## src/design/grmc_pkg.sv

```systemverilog
package grmc_pkg;

   localparam int POS_W      = 20;
   localparam int STEP_W     = 14;
   localparam int BOX_W      = 13;
   localparam int CNT_W      = 16;
   localparam int ROWBITS_W  = 32;
   localparam int ROWIDX_W   = 4;
   localparam int TILE_SHIFT = 12;
   // signed tile index wide enough for floor(pos +/- box) plus one
   localparam int TIDX_W     = POS_W + 2 - TILE_SHIFT + 1;
   localparam int CSR_W      = 16;
   localparam int CSR_IDX_W  = 1;

   localparam logic [CNT_W-1:0] STEP_LIMIT_RESET = 16'd2000;
   localparam logic [BOX_W-1:0] BOX_SIZE_RESET   = 13'd2048;

   localparam logic CMD_LOAD = 1'b0;
   localparam logic CMD_RAY  = 1'b1;

   localparam logic [CSR_IDX_W-1:0] REG_STEP_LIMIT = 1'b0;
   localparam logic [CSR_IDX_W-1:0] REG_BOX_SIZE   = 1'b1;

   typedef struct packed {
      logic write_row;
      logic load_ray;
      logic advance;
      logic bounds;
      logic read_row;
      logic next_row;
      logic count;
      logic finish;
      logic hit;
   } ctl_cmd_type;

   typedef struct packed {
      logic empty;
      logic row_hit;
      logic row_last;
      logic at_limit;
   } dp_status_type;

endpackage

```

## src/design/grmc_datapath.sv

```systemverilog
module grmc_datapath #(
   parameter int MAP_ROWS = 16,
   parameter int MAP_COLS = 32
) (
   input  logic                                  clock,
   input  logic                                  reset,
   input  grmc_pkg::ctl_cmd_type                 cmd,
   output grmc_pkg::dp_status_type               status,
   input  logic                                  csr_we,
   input  logic [grmc_pkg::CSR_IDX_W-1:0]        csr_index,
   input  logic [grmc_pkg::CSR_W-1:0]            csr_wdata,
   input  logic [grmc_pkg::ROWIDX_W-1:0]         req_row_index,
   input  logic [grmc_pkg::ROWBITS_W-1:0]        req_row_bits,
   input  logic signed [grmc_pkg::POS_W-1:0]     req_start_x,
   input  logic signed [grmc_pkg::POS_W-1:0]     req_start_y,
   input  logic signed [grmc_pkg::STEP_W-1:0]    req_step_x,
   input  logic signed [grmc_pkg::STEP_W-1:0]    req_step_y,
   output logic signed [grmc_pkg::POS_W-1:0]     rsp_end_x,
   output logic signed [grmc_pkg::POS_W-1:0]     rsp_end_y,
   output logic [grmc_pkg::CNT_W-1:0]            rsp_steps_taken,
   output logic                                  rsp_collided
);

   localparam int ROW_AW = (MAP_ROWS > 1) ? $clog2(MAP_ROWS) : 1;
   localparam int PW     = grmc_pkg::POS_W;
   localparam int TW     = grmc_pkg::TIDX_W;
   localparam int SUM_W  = PW + 2;

   localparam logic signed [TW-1:0] COL_MAX = TW'(MAP_COLS - 1);
   localparam logic signed [TW-1:0] ROW_MAX = TW'(MAP_ROWS - 1);

   // tile map and per-row valid bits
   logic [MAP_COLS-1:0] map_mem [MAP_ROWS];
   logic [MAP_ROWS-1:0] row_vld_ff;
   logic [MAP_COLS-1:0] rd_data_ff;
   logic                rd_vld_ff;

   logic [grmc_pkg::CNT_W-1:0] limit_ff;
   logic [grmc_pkg::BOX_W-1:0] box_ff;

   logic signed [PW-1:0] pos_x_ff, pos_y_ff, pos_x_in, pos_y_in;
   logic signed [grmc_pkg::STEP_W-1:0] stp_x_ff, stp_y_ff;
   logic [grmc_pkg::CNT_W-1:0] cnt_ff;

   logic [MAP_COLS-1:0] cols_ff, cols_in;
   logic [ROW_AW-1:0]   row_ff, ih_ff;
   logic                empty_ff, empty_in;

   logic signed [PW-1:0]         end_x_ff, end_y_ff;
   logic [grmc_pkg::CNT_W-1:0]   steps_ff;
   logic                         collided_ff;

   logic [6:0]  wr_idx;
   logic        wr_ok;
   logic [63:0] row_ext;

   logic signed [TW-1:0] jl, jh, il, ih, jl_c, jh_c, il_c, ih_c;

   // saturating add of one coordinate
   function automatic logic signed [PW-1:0] sat_add(
      input logic signed [PW-1:0]                  p,
      input logic signed [grmc_pkg::STEP_W-1:0]    d
   );
      logic signed [PW:0] sum;
      sum = {p[PW-1], p} + {{(PW + 1 - grmc_pkg::STEP_W){d[grmc_pkg::STEP_W-1]}}, d};
      if (sum[PW] != sum[PW-1]) begin
         sat_add = sum[PW] ? {1'b1, {(PW-1){1'b0}}} : {1'b0, {(PW-1){1'b1}}};
      end else begin
         sat_add = sum[PW-1:0];
      end
   endfunction

   // floor(v / tile) of a widened sum, as a signed tile index
   function automatic logic signed [TW-1:0] tile_of(input logic signed [SUM_W-1:0] v);
      logic signed [SUM_W-1:0] q;
      q = v >>> grmc_pkg::TILE_SHIFT;
      tile_of = TW'(q);
   endfunction

   function automatic logic signed [SUM_W-1:0] widen(input logic signed [PW-1:0] p);
      widen = {{2{p[PW-1]}}, p};
   endfunction

   assign pos_x_in = sat_add(pos_x_ff, stp_x_ff);
   assign pos_y_in = sat_add(pos_y_ff, stp_y_ff);

   // box edges in tiles, strict overlap
   always_comb begin
      logic signed [SUM_W-1:0] s;
      s  = SUM_W'(box_ff);
      jl = tile_of(widen(pos_x_ff) - s) + TW'(1);
      jh = tile_of(widen(pos_x_ff) + s - SUM_W'(1));
      il = tile_of(widen(pos_y_ff) - s) + TW'(1);
      ih = tile_of(widen(pos_y_ff) + s - SUM_W'(1));
      jl_c = (jl < 0) ? '0 : jl;
      jh_c = (jh > COL_MAX) ? COL_MAX : jh;
      il_c = (il < 0) ? '0 : il;
      ih_c = (ih > ROW_MAX) ? ROW_MAX : ih;
      empty_in = (jl_c > jh_c) || (il_c > ih_c);
      for (int k = 0; k < MAP_COLS; k++) begin
         cols_in[k] = (jl_c <= $signed(TW'(k))) && ($signed(TW'(k)) <= jh_c);
      end
   end

   // load address and row data fitted to the map
   assign wr_idx  = {3'b000, req_row_index};
   assign wr_ok   = wr_idx < 7'(MAP_ROWS);
   assign row_ext = {32'd0, req_row_bits};

   always_ff @(posedge clock) begin
      if (cmd.write_row && wr_ok) begin
         map_mem[wr_idx[ROW_AW-1:0]] <= row_ext[MAP_COLS-1:0];
      end
      if (cmd.read_row) begin
         rd_data_ff <= map_mem[row_ff];
      end
   end

   always_ff @(posedge clock) begin
      if (reset) begin
         row_vld_ff <= '0;
         rd_vld_ff  <= 1'b0;
         limit_ff   <= grmc_pkg::STEP_LIMIT_RESET;
         box_ff     <= grmc_pkg::BOX_SIZE_RESET;
         cnt_ff     <= '0;
      end else begin
         if (cmd.write_row && wr_ok) begin
            row_vld_ff[wr_idx[ROW_AW-1:0]] <= 1'b1;
         end
         if (cmd.read_row) begin
            rd_vld_ff <= row_vld_ff[row_ff];
         end
         if (csr_we) begin
            unique case (csr_index)
               grmc_pkg::REG_STEP_LIMIT: limit_ff <= csr_wdata;
               grmc_pkg::REG_BOX_SIZE:   box_ff   <= csr_wdata[grmc_pkg::BOX_W-1:0];
               default: ;
            endcase
         end
         if (cmd.load_ray || cmd.finish) begin
            cnt_ff <= '0;
         end else if (cmd.count) begin
            cnt_ff <= cnt_ff + 1'b1;
         end
      end
   end

   always_ff @(posedge clock) begin
      if (cmd.load_ray) begin
         pos_x_ff <= req_start_x;
         pos_y_ff <= req_start_y;
         stp_x_ff <= req_step_x;
         stp_y_ff <= req_step_y;
      end else if (cmd.advance) begin
         pos_x_ff <= pos_x_in;
         pos_y_ff <= pos_y_in;
      end
      if (cmd.bounds) begin
         cols_ff  <= cols_in;
         empty_ff <= empty_in;
         row_ff   <= il_c[ROW_AW-1:0];
         ih_ff    <= ih_c[ROW_AW-1:0];
      end else if (cmd.next_row) begin
         row_ff <= row_ff + ROW_AW'(1);
      end
      if (cmd.finish) begin
         end_x_ff    <= pos_x_ff;
         end_y_ff    <= pos_y_ff;
         steps_ff    <= (&cnt_ff) ? cnt_ff : cnt_ff + 1'b1;
         collided_ff <= cmd.hit;
      end
   end

   assign status.empty    = empty_ff;
   assign status.row_hit  = rd_vld_ff && (|(rd_data_ff & cols_ff));
   assign status.row_last = (row_ff == ih_ff);
   assign status.at_limit = (cnt_ff >= limit_ff);

   assign rsp_end_x       = end_x_ff;
   assign rsp_end_y       = end_y_ff;
   assign rsp_steps_taken = steps_ff;
   assign rsp_collided    = collided_ff;

endmodule

```

## src/design/grmc_ctrl.sv

```systemverilog
module grmc_ctrl (
   input  logic                    clock,
   input  logic                    reset,
   input  logic                    start,
   input  logic                    req_cmd,
   input  grmc_pkg::dp_status_type status,
   output grmc_pkg::ctl_cmd_type   cmd,
   output logic                    busy,
   output logic                    rsp_valid
);

   typedef enum logic [2:0] {
      ST_IDLE,
      ST_ADVANCE,
      ST_BOUNDS,
      ST_READ,
      ST_CHECK
   } state_type;

   state_type state_ff, state_in;
   logic      rsp_valid_ff;
   logic      accept;
   logic      step_clear;

   assign accept = start && (state_ff == ST_IDLE);

   // step ends without a hit: either the box misses the map or the last row was clear
   assign step_clear = ((state_ff == ST_READ) && status.empty) ||
                       ((state_ff == ST_CHECK) && !status.row_hit && status.row_last);

   always_comb begin
      cmd      = '0;
      state_in = state_ff;
      unique case (state_ff)
         ST_IDLE: begin
            if (accept) begin
               if (req_cmd == grmc_pkg::CMD_RAY) begin
                  cmd.load_ray = 1'b1;
                  state_in     = ST_ADVANCE;
               end else begin
                  cmd.write_row = 1'b1;
               end
            end
         end
         ST_ADVANCE: begin
            cmd.advance = 1'b1;
            state_in    = ST_BOUNDS;
         end
         ST_BOUNDS: begin
            cmd.bounds = 1'b1;
            state_in   = ST_READ;
         end
         ST_READ: begin
            if (!status.empty) begin
               cmd.read_row = 1'b1;
               state_in     = ST_CHECK;
            end
         end
         ST_CHECK: begin
            if (status.row_hit) begin
               cmd.finish = 1'b1;
               cmd.hit    = 1'b1;
               state_in   = ST_IDLE;
            end else if (!status.row_last) begin
               cmd.next_row = 1'b1;
               state_in     = ST_READ;
            end
         end
         default: state_in = ST_IDLE;
      endcase
      if (step_clear) begin
         if (status.at_limit) begin
            cmd.finish = 1'b1;
            state_in   = ST_IDLE;
         end else begin
            cmd.count = 1'b1;
            state_in  = ST_ADVANCE;
         end
      end
   end

   always_ff @(posedge clock) begin
      if (reset) begin
         state_ff     <= ST_IDLE;
         rsp_valid_ff <= 1'b0;
      end else begin
         state_ff     <= state_in;
         rsp_valid_ff <= cmd.finish;
      end
   end

   assign busy      = (state_ff != ST_IDLE);
   assign rsp_valid = rsp_valid_ff;

endmodule

```

## src/design/grid_ray_march_collision.sv

```systemverilog
// Sequence: a load item writes its row in the accept cycle. A ray item makes N advances, where N
//   is at most step_limit + 1, and after each one reads the R map rows under the box in turn up to
//   a hit (R is 1 to 4, 0 if the box misses the map); the result shows in the next cycle.
// Throughput: one item at a time; the single read port of the tile map sets the per-step cost.
// Reset: synchronous, active high; invalidates every map row, clears the step counter and the controller,
//   and restores step_limit to 2000 and box_size to 2048. The receiver cannot stall.
module grid_ray_march_collision #(
   parameter int MAP_ROWS = 16,
   parameter int MAP_COLS = 32
) (
   input  logic                                  clock,
   input  logic                                  reset,
   // item input
   input  logic                                  start,
   output logic                                  busy,
   input  logic                                  req_cmd,
   input  logic [grmc_pkg::ROWIDX_W-1:0]         req_row_index,
   input  logic [grmc_pkg::ROWBITS_W-1:0]        req_row_bits,
   input  logic signed [grmc_pkg::POS_W-1:0]     req_start_x,
   input  logic signed [grmc_pkg::POS_W-1:0]     req_start_y,
   input  logic signed [grmc_pkg::STEP_W-1:0]    req_step_x,
   input  logic signed [grmc_pkg::STEP_W-1:0]    req_step_y,
   // result output, one-cycle strobe
   output logic                                  rsp_valid,
   output logic signed [grmc_pkg::POS_W-1:0]     rsp_end_x,
   output logic signed [grmc_pkg::POS_W-1:0]     rsp_end_y,
   output logic [grmc_pkg::CNT_W-1:0]            rsp_steps_taken,
   output logic                                  rsp_collided,
   // register writes
   input  logic                                  csr_we,
   input  logic [grmc_pkg::CSR_IDX_W-1:0]        csr_index,
   input  logic [grmc_pkg::CSR_W-1:0]            csr_wdata
);

   // command and status between controller and datapath
   grmc_pkg::ctl_cmd_type   cmd;
   grmc_pkg::dp_status_type status;

   // The controller sequences each step: advance the point, register the box
   // bounds in tiles, then read and test each covered map row in turn.
   // Stop on the first solid overlap or once the count reaches step_limit.
   grmc_ctrl u_ctrl (
      .clock     (clock),
      .reset     (reset),
      .start     (start),
      .req_cmd   (req_cmd),
      .status    (status),
      .cmd       (cmd),
      .busy      (busy),
      .rsp_valid (rsp_valid)
   );

   // The datapath holds the map, the registers, the ray point and the counter.
   // Load items write a row in the accept cycle; rows beyond the map are dropped.
   grmc_datapath #(
      .MAP_ROWS (MAP_ROWS),
      .MAP_COLS (MAP_COLS)
   ) u_datapath (
      .clock           (clock),
      .reset           (reset),
      .cmd             (cmd),
      .status          (status),
      .csr_we          (csr_we),
      .csr_index       (csr_index),
      .csr_wdata       (csr_wdata),
      .req_row_index   (req_row_index),
      .req_row_bits    (req_row_bits),
      .req_start_x     (req_start_x),
      .req_start_y     (req_start_y),
      .req_step_x      (req_step_x),
      .req_step_y      (req_step_y),
      .rsp_end_x       (rsp_end_x),
      .rsp_end_y       (rsp_end_y),
      .rsp_steps_taken (rsp_steps_taken),
      .rsp_collided    (rsp_collided)
   );

endmodule

```

## config.mk

```make
export PLATFORM = sky130hd
export DESIGN_NAME = grid_ray_march_collision
export DESIGN_NICKNAME = d
export VERILOG_FILES = /design/src/design/grmc_pkg.sv /design/src/design/grmc_datapath.sv /design/src/design/grmc_ctrl.sv /design/src/design/grid_ray_march_collision.sv
export SDC_FILE = /design/constraint.sdc
export NUM_CORES = 1
export LEC_CHECK = 0
export BUFFER_PORTS_ARGS = -buffer_cell sky130_fd_sc_hd__buf_2
export CAP_MARGIN = 30
export CORE_UTILIZATION = 51
export CTS_BUF_LIST = sky130_fd_sc_hd__clkbuf_4
export DETAILED_ROUTE_END_ITERATION = 8
export PLACE_DENSITY = 0.7
export SLEW_MARGIN = 20
export SYNTH_ARGS = -nofsm -noshare
export SYNTH_HDL_FRONTEND = slang
export SYNTH_SLANG_ARGS = --single-unit
```

## constraint.sdc

```tcl
create_clock -name clock -period 5 [get_ports clock]
set_clock_uncertainty 0.1 [all_clocks]
set_input_delay 0.25 -clock clock [delete_from_list [all_inputs] [get_ports clock]]
set_output_delay 0.25 -clock clock [all_outputs]
set_load 0.01 [all_outputs]
```

==> results of run 1 <==
==> critical path, delay by kind of cell, from the launching register on <==
kind,cells,cell delay [ns]
flip-flops,1,0.42
AO/OA/AOI/OAI,12,1.94
XOR/XNOR,1,0.14
adder cells (fa/ha/maj),2,0.45
buffers and inverters,2,0.28
AND/OR/NAND/NOR,6,1.52
==> cells by family after synthesis <==
family / share of synthesized area [%]
adders and majority gates: 6.65
xor gates and xnor gates: 2.94
DFF: 62.3
muxes: 10.3
AOI/OAI and AO/OA: 7.87
and+or+nand+nor: 7.51
buffers and inverters: 2.43
==> Yosys cell counts, drive strengths merged, types with 20 or more instances <==
master    n
nand3    35
xor2     49
a21oi   122
nor2    154
ha      166
inv     144
dfxtp    66
nand2   181
a21o     32
o21a     21
and3     20
o21ai    85
buf      21
xnor2    73
edfxtp  710
clkbuf   64
nand4    21
nand2b   28
mux4    165
maj3     30
nor3     42
==> path summary, 6_finish.rpt <==
check / end / start / depth (start not counted)
min: u_datapath.pos_x_ff[15] / req_start_x[15] / 4
max: u_datapath.empty_ff / u_datapath.pos_y_ff[6] / 23
max reg2reg: u_datapath.empty_ff / u_datapath.pos_y_ff[6] / 23
min reg2reg: u_datapath.box_ff[1] / u_datapath.box_ff[1] / 2
==> power by group through the flow <==
stage / Clock (mW) / Sequential (mW) / Combinational [mW]
6_report: 5.39 / 8.19 / 14.2
2_1_floorplan: 0 / 8.28 / 8.26
5_1_grt: 5.84 / 8.22 / 15.4
3_3_place_gp: 0 / 8.31 / 12.8
4_1_cts: 5.49 / 8.18 / 13.4
3_5_place_dp: 0 / 8.31 / 12.9
==> final cells by class <==
type	instances	share of cell area, %
clock inverters	76	1.08
repair buffers	665	11.7
well taps	940	2.57
flip-flops and latches	776	49.6
inverters	145	1.19
diodes	9	0.0493
multi-input cells	1490	29.4
clock buffers	272	4.47
==> state kept, by name (all words and copies together), names as in the netlist <==
signal and count:
u_datapath.empty_ff 1, u_datapath.map_mem 512, u_datapath.stp_y_ff 14, u_datapath.rsp_steps_taken 16, u_datapath.row_ff 4, u_datapath.pos_x_ff 20
u_datapath.row_vld_ff 16, u_datapath.rsp_end_x 20, u_datapath.cols_ff 32, u_datapath.stp_x_ff 14, u_datapath.box_ff 13, u_datapath.rd_vld_ff 1
u_ctrl.state_ff 3, u_datapath.rsp_end_y 20, u_datapath.cnt_ff 16, u_datapath.ih_ff 4, u_datapath.rd_data_ff 32, u_ctrl.rsp_valid 1
u_datapath.pos_y_ff 20, u_datapath.rsp_collided 1, u_datapath.limit_ff 16
==> per-stage QoR <==
stage / util [%] / instances / setup slack, ns / area (sq um) / setup TNS (ns)
after global routing: 65.0 / 4373 / -0.311 / 45700 / -0.333
final: 65.0 / 4373 / -0.103 / 45700 / -0.103
after global placement: 56.5 / 3717 / -0.198 / 39700 / -0.198
after CTS: 64.4 / 4353 / -0.162 / 45200 / -0.162
after floorplan: - / 2496 / -0.0221 / 36500 / -0.0221
after detailed placement: 56.6 / 3719 / -0.288 / 39800 / -0.512
==> per-layer routing <==
metal | GRT usage, % | vias to the layer above
met4 | 13.5 | 0
met5 | 0 | -
met1 | 33.5 | 12520
li1 | - | 11334
met2 | 47.7 | 1054
met3 | 5.71 | 265
==> timing repair <==
| action | CTS | global route |
|---|---|---|
| setup endpoints to repair | 10 | 12 |
| pin swaps | 21 | 28 |
| hold buffers | 284 | 0 |
| hold endpoints to repair | 865 | 0 |
| buffers inserted | 2 | 9 |
| gates resized for setup | 20 | 59 |
==> impl_metrics.py, run 1 <==
metrics = {
    "logic_synthesis": {
        "synth_seq_cells": 776,
        "avgSynthCellArea_sq_um": 14.6,
        "yosysWarningCount": 0,
        "yosysTopAreaCell": "edfxtp_1",
        "netlist_area_sq_um": 36400,
        "synth_nets": 2790,
        "seq_area_frac_synth_pct": 62.3,
        "netlist_top_cells_area": "edfxtp_1 59%, mux4_2 10%, ha_1 5.7%, dfxtp_1 3.6%, nand2_1 1.9%",
        "ys.flop_type": "edfxtp_1",
        "synth_edf_count": 710,
        "synth_top_area_share_pct": 58.7,
        "yosys.cell_types.count": 88,
        "synthCells": 2496,
        "synthArstFlopShare_pct": 0,
    },
    "worst_hold_path": {
        "hold_class": "in -> reg",
    },
    "timing": {
        "slew_headroom_pct": 32.8,
        "finalCritPeriodShare_pct": 102,
        "fmax_mhz": 196,
        "rsz0062_at_grt": "yes",
        "worst_slack_ns": -0.103,
        "fin_crit_ns": 5.10,
        "hold_slack_ns": 0.138,
        "finalHoldViolations": 0,
        "tightest_slew_ns": 1.01,
        "setup_viol": 1,
        "finalMaxSlewViolations": 0,
    },
    "pwr": {
        "static-leakage-power_nw": 17.0,
        "ir_worst_vdd_mv": 0.513,
        "clkPwrFrac_pct": 19.4,
        "p_seq_share_pct": 29.5,
        "p_per_area_nw_per_um2": 608,
        "switching_share_pct": 39.2,
        "p_sw_mw": 10.9,
        "p_int_mw": 16.9,
        "power_mw": 27.8,
        "comb_power_share_pct": 51.1,
    },
    "outcome": {
        "violations": "setup timing",
        "outcome": "finished with violations",
    },
    "routing": {
        "ant_nets": 0,
        "drt-vias-per-instance": 5.76,
        "met3_wirelength_microns": 6130,
        "postRouteWirelength_microns": 99200,
        "routedWlPerCell_microns": 22.7,
        "dr_wl_met2_microns": 50400,
        "dr.pass1.iters": 6,
        "dr.first_iter.drc_count": 2231,
        "post-route-drc-count": 0,
        "wl_met1_microns": 38800,
        "vias": 25173,
        "top_layer": "met4",
    },
    "global_routing": {
        "grt_pass1_wl_microns": 150000,
        "grt_pass1_vias": 26414,
        "overflow": 0,
        "antenna_found_initial": 7,
        "grt_max_degree": 135,
        "grt.total_usage_pct": 27.8,
    },
    "final_layout": {
        "nFillCells": 4969,
        "seqCellArea_sq_um": 22600,
        "layout-drive-gt1-share_pct": 28.2,
        "multi_input_area_sq_um": 13400,
        "layout_commonest_cell": "edfxtp_1",
        "nets": 3566,
        "syn2layout_area_growth_pct": 25.7,
        "final_cell_mix": "710 x edfxtp_1, 284 x dlygate4sd3_1, 272 x clkbuf_4, 190 x buf_4, 184 x buf_2",
    },
    "setup_path": {
        "cp_data_arrival_time_ns": 5.74,
        "critPathKind": "reg -> reg",
        "regToRegSetupSlack_ns": -0.10,
        "critPathMaxFanout": 7,
        "cp.required_ns": 5.64,
        "slowest_stage": "or4_4",
        "path_cells": "inv_2 -> ha_4 -> or4_4 -> or3_4 -> o221ai_4 -> a21oi_4 -> o2111ai_4 -> xnor2_2 -> nor4_4 -> a31oi_2 -> buf_4 -> nor2_1 -> ha_1 -> o21a_1 -> o21a_1 -> o21a_1 -> o21a_1 -> o21a_1 -> o21ai_2 -> nand2b_1 -> a21oi_2 -> o22a_1 -> nand3_1",
        "end_kind": "flop",
        "worstSetupStartpointType": "flop",
        "cp_common_cell": "o21a_1",
        "slowest_delay_ns": 0.53,
    },
    "place": {
        "gp_congestion": 0.912,
        "dp_hpwl_microns": 59800,
        "io_buffers": 184,
    },
    "die": {
        "die_x_microns": 269,
        "initial_core_util_pct": 51.7,
        "core-area_sq_um": 70300,
        "dieArea_sq_um": 72300,
        "die_h_microns": 269,
        "io_pins": 185,
        "rows": 97,
    },
    "clock_network": {
        "cts_max_path_buffers": 3,
        "cts_tree": "done",
        "clk_pin_slew_ns": 0.08,
        "cts.htree.levels": 4,
        "clock-sinks": 776,
        "worstSkewPairLatency_ns": 1.03,
        "cts_root_buf": "clkbuf_4",
        "cts_buffers": 194,
    },
    "run": {
        "max_cap_viol_count": 0,
    },
}
(Power assumes the default switching activity.)
==> run 2, diff against run 1 <==
GPL_TIMING_DRIVEN = 0   (was unset)
==> impl_metrics.py, run 2 (synthesis results as in run 1) <==
metrics = {
    "final_layout": {
        "layout-drive-gt1-share_pct": 27.7,
        "multi_input_area_sq_um": 13700,
        "final_cell_mix": "710 x edfxtp_1, 273 x clkbuf_4, 269 x dlygate4sd3_1, 189 x buf_2, 178 x nand2_1",
        "stdcell_count": 4361,
        "layout_commonest_cell": "edfxtp_1",
        "nFillCells": 4981,
        "nets": 3554,
        "largest_reg_flops": 512,
        "syn2layout_area_growth_pct": 26.1,
        "seqCellArea_sq_um": 22600,
    },
    "place": {
        "io_buffers": 183,
        "gp_congestion": 0.919,
        "dp.cells": 3674,
        "dp_hpwl_microns": 67200,
    },
    "routing": {
        "dr.pass1.iters": 8,
        "dr.first_iter.drc_count": 2266,
        "post-route-drc-count": 0,
        "vias": 25286,
        "postRouteWirelength_microns": 101000,
        "drt-vias-per-instance": 5.80,
        "routedWlPerCell_microns": 23.2,
        "ant_nets": 0,
    },
    "timing": {
        "fin_crit_ns": 5.35,
        "fmax_mhz": 187,
        "finalHoldViolations": 0,
        "worst_slack_ns": -0.349,
        "setup_viol": 6,
        "tightest_slew_ns": 1.05,
        "fin_tns_setup_ns": -0.491,
        "finalCritPeriodShare_pct": 107,
        "rsz0062_at_grt": "yes",
        "finalMaxSlewViolations": 0,
        "slew_headroom_pct": 30.0,
    },
    "clock_network": {
        "worstSkewPairLatency_ns": 1.03,
        "cts_tree": "done",
        "cts_buffers": 191,
        "clk_pin_slew_ns": 0.07,
        "cts_root_buf": "clkbuf_4",
        "cts.htree.levels": 4,
        "clock-sinks": 776,
        "cts_max_path_buffers": 3,
    },
    "run": {
        "max_cap_viol_count": 0,
    },
    "setup_path": {
        "cp.required_ns": 5.63,
        "timing.rr.end": "u_datapath.empty_ff",
        "path_cells": "inv_2 -> ha_4 -> or2_4 -> nor4_4 -> a211oi_4 -> a2111o_1 -> and3_4 -> buf_4 -> o22a_2 -> xnor2_1 -> nand2_1 -> inv_2 -> ha_1 -> o21a_1 -> o21a_1 -> o21a_1 -> o21a_1 -> o21ai_1 -> nand2b_1 -> a21oi_2 -> o22a_1 -> nand3_1",
        "cp_common_cell": "o21a_1",
        "startpoint": "u_datapath.pos_x_ff[6]",
        "slowest_stage": "a2111o_1",
        "cp_data_arrival_time_ns": 5.98,
        "endpoint": "u_datapath.empty_ff",
        "rr_startpoint": "u_datapath.pos_x_ff[6]",
        "worstSetupStartpointType": "flop",
        "regToRegSetupSlack_ns": -0.35,
        "slowest_delay_ns": 0.48,
        "end_kind": "flop",
        "rr_worst_depth": 22,
        "critPathMaxFanout": 8,
        "critPathKind": "reg -> reg",
    },
    "die": {
        "rows": 97,
        "dieArea_sq_um": 72300,
        "die_x_microns": 269,
        "die_h_microns": 269,
        "io_pins": 185,
        "initial_core_util_pct": 51.7,
        "core-area_sq_um": 70300,
    },
    "pwr": {
        "comb_power_share_pct": 50.1,
        "p_sw_mw": 11.0,
        "p_seq_share_pct": 30.4,
        "p_per_area_nw_per_um2": 594,
        "switching_share_pct": 40.3,
        "ir_worst_vdd_mv": 0.474,
        "p_int_mw": 16.2,
        "power_mw": 27.2,
        "static-leakage-power_nw": 16.9,
        "clkPwrFrac_pct": 19.5,
    },
    "global_routing": {
        "grt.total_usage_pct": 28.2,
        "grt_pass1_vias": 26048,
        "overflow": 0,
        "grt_max_degree": 38,
        "grt_pass1_wl_microns": 151000,
        "antenna_found_initial": 6,
    },
    "outcome": {
        "outcome": "finished with violations",
        "violations": "setup timing",
    },
    "worst_hold_path": {
        "hold_class": "in -> reg",
        "hp-start": "req_start_y[17]",
    },
}
[run 2: cell types whose count changed in the layout (fill, tap and decap cells not counted), moves of 7 or more]
| cell | change |
|---|---|
| clkbuf_1 | +57 |
| ha_1 | -7 |
| buf_1 | +12 |
| buf_6 | +18 |
| buf_12 | +13 |
| buf_4 | -108 |
| clkinv_1 | -13 |
| clkinv_2 | +11 |
| inv_2 | +7 |
| inv_1 | -8 |
| dlygate4sd3_1 | -15 |
[run 2: cell type report]
class	count	area share, %
diodes	7	0.0382
plain buffers	82	0.764
clock buffers	272	4.45
clock inverters	75	0.985
inverters	145	1.21
multi-input cells	1490	29.9
flip-flops and latches	776	49.4
well taps	940	2.57
repair buffers	574	10.7
[run 2: worst min path at each step]
| stage | end | slack (ns) | depth (start not counted) |
|---|---|---|---|
| after global placement | u_datapath.stp_y_ff[4] | 0.33 | 1 |
| after global routing | u_datapath.map_mem[10][3] | 0.07 | 2 |
| final | u_datapath.pos_y_ff[17] | 0.09 | 4 |
| after CTS | u_datapath.pos_y_ff[17] | 0.001 | 4 |
| after detailed placement | u_datapath.stp_x_ff[8] | 0.33 | 1 |
| after floorplan | u_datapath.map_mem[0][0] | 0.25 | 0 |
[run 2: critical path: cells and delay by family, from the launching register on]
family | cells | cell delay (ns)
AO/OA/AOI/OAI | 10 | 1.90
AND/OR/NAND/NOR | 6 | 1.26
adder cells (fa/ha/maj) | 2 | 0.50
buffers and inverters | 3 | 0.47
flip-flops | 1 | 0.44
XOR/XNOR | 1 | 0.37
[run 2: through the flow]
step / setup slack (ns) / area, sq um / utilization (%) / hold WS (ns)
5_1_grt: -0.504 / 45800 / 65.2 / 0.0750
4_1_cts: -0.310 / 45300 / 64.5 / 0.00144
2_1_floorplan: -0.0221 / 36500 / - / 0.249
6_report: -0.349 / 45800 / 65.2 / 0.0945
3_3_place_gp: -3.12 / 38500 / 54.8 / 0.329
3_5_place_dp: -1.33 / 39400 / 56.1 / 0.329
[run 2: layer usage]
layer | routed length (microns) | global-route usage, % | up-vias
met1 | 39800 | 34.8 | 12584
met2 | 51400 | 48.6 | 1124
met4 | 3490 | 12.4 | 0
li1 | - | - | 11331
met3 | 6350 | 5.22 | 247
met5 | 0 | 0 | -
[run 2: power by group through the flow]
stage                     sequential [mW]  combinational (mW)  clock (mW)
after floorplan                      8.28                8.26           0
after global placement               8.50                11.0           0
after detailed placement             8.48                11.3           0
after CTS                            8.29                12.7        5.41
after global routing                 8.31                14.8        5.74
final                                8.29                13.6        5.30
[run 2: repair_timing]
item                                    CTS  global route
hold buffers                            269             0
endpoints found under the setup margin   33            37
gates resized for setup                  84            54
pin swaps                                33            45
gates cloned                              0             0
hold endpoints to repair                972             0
setup buffers                            41            23
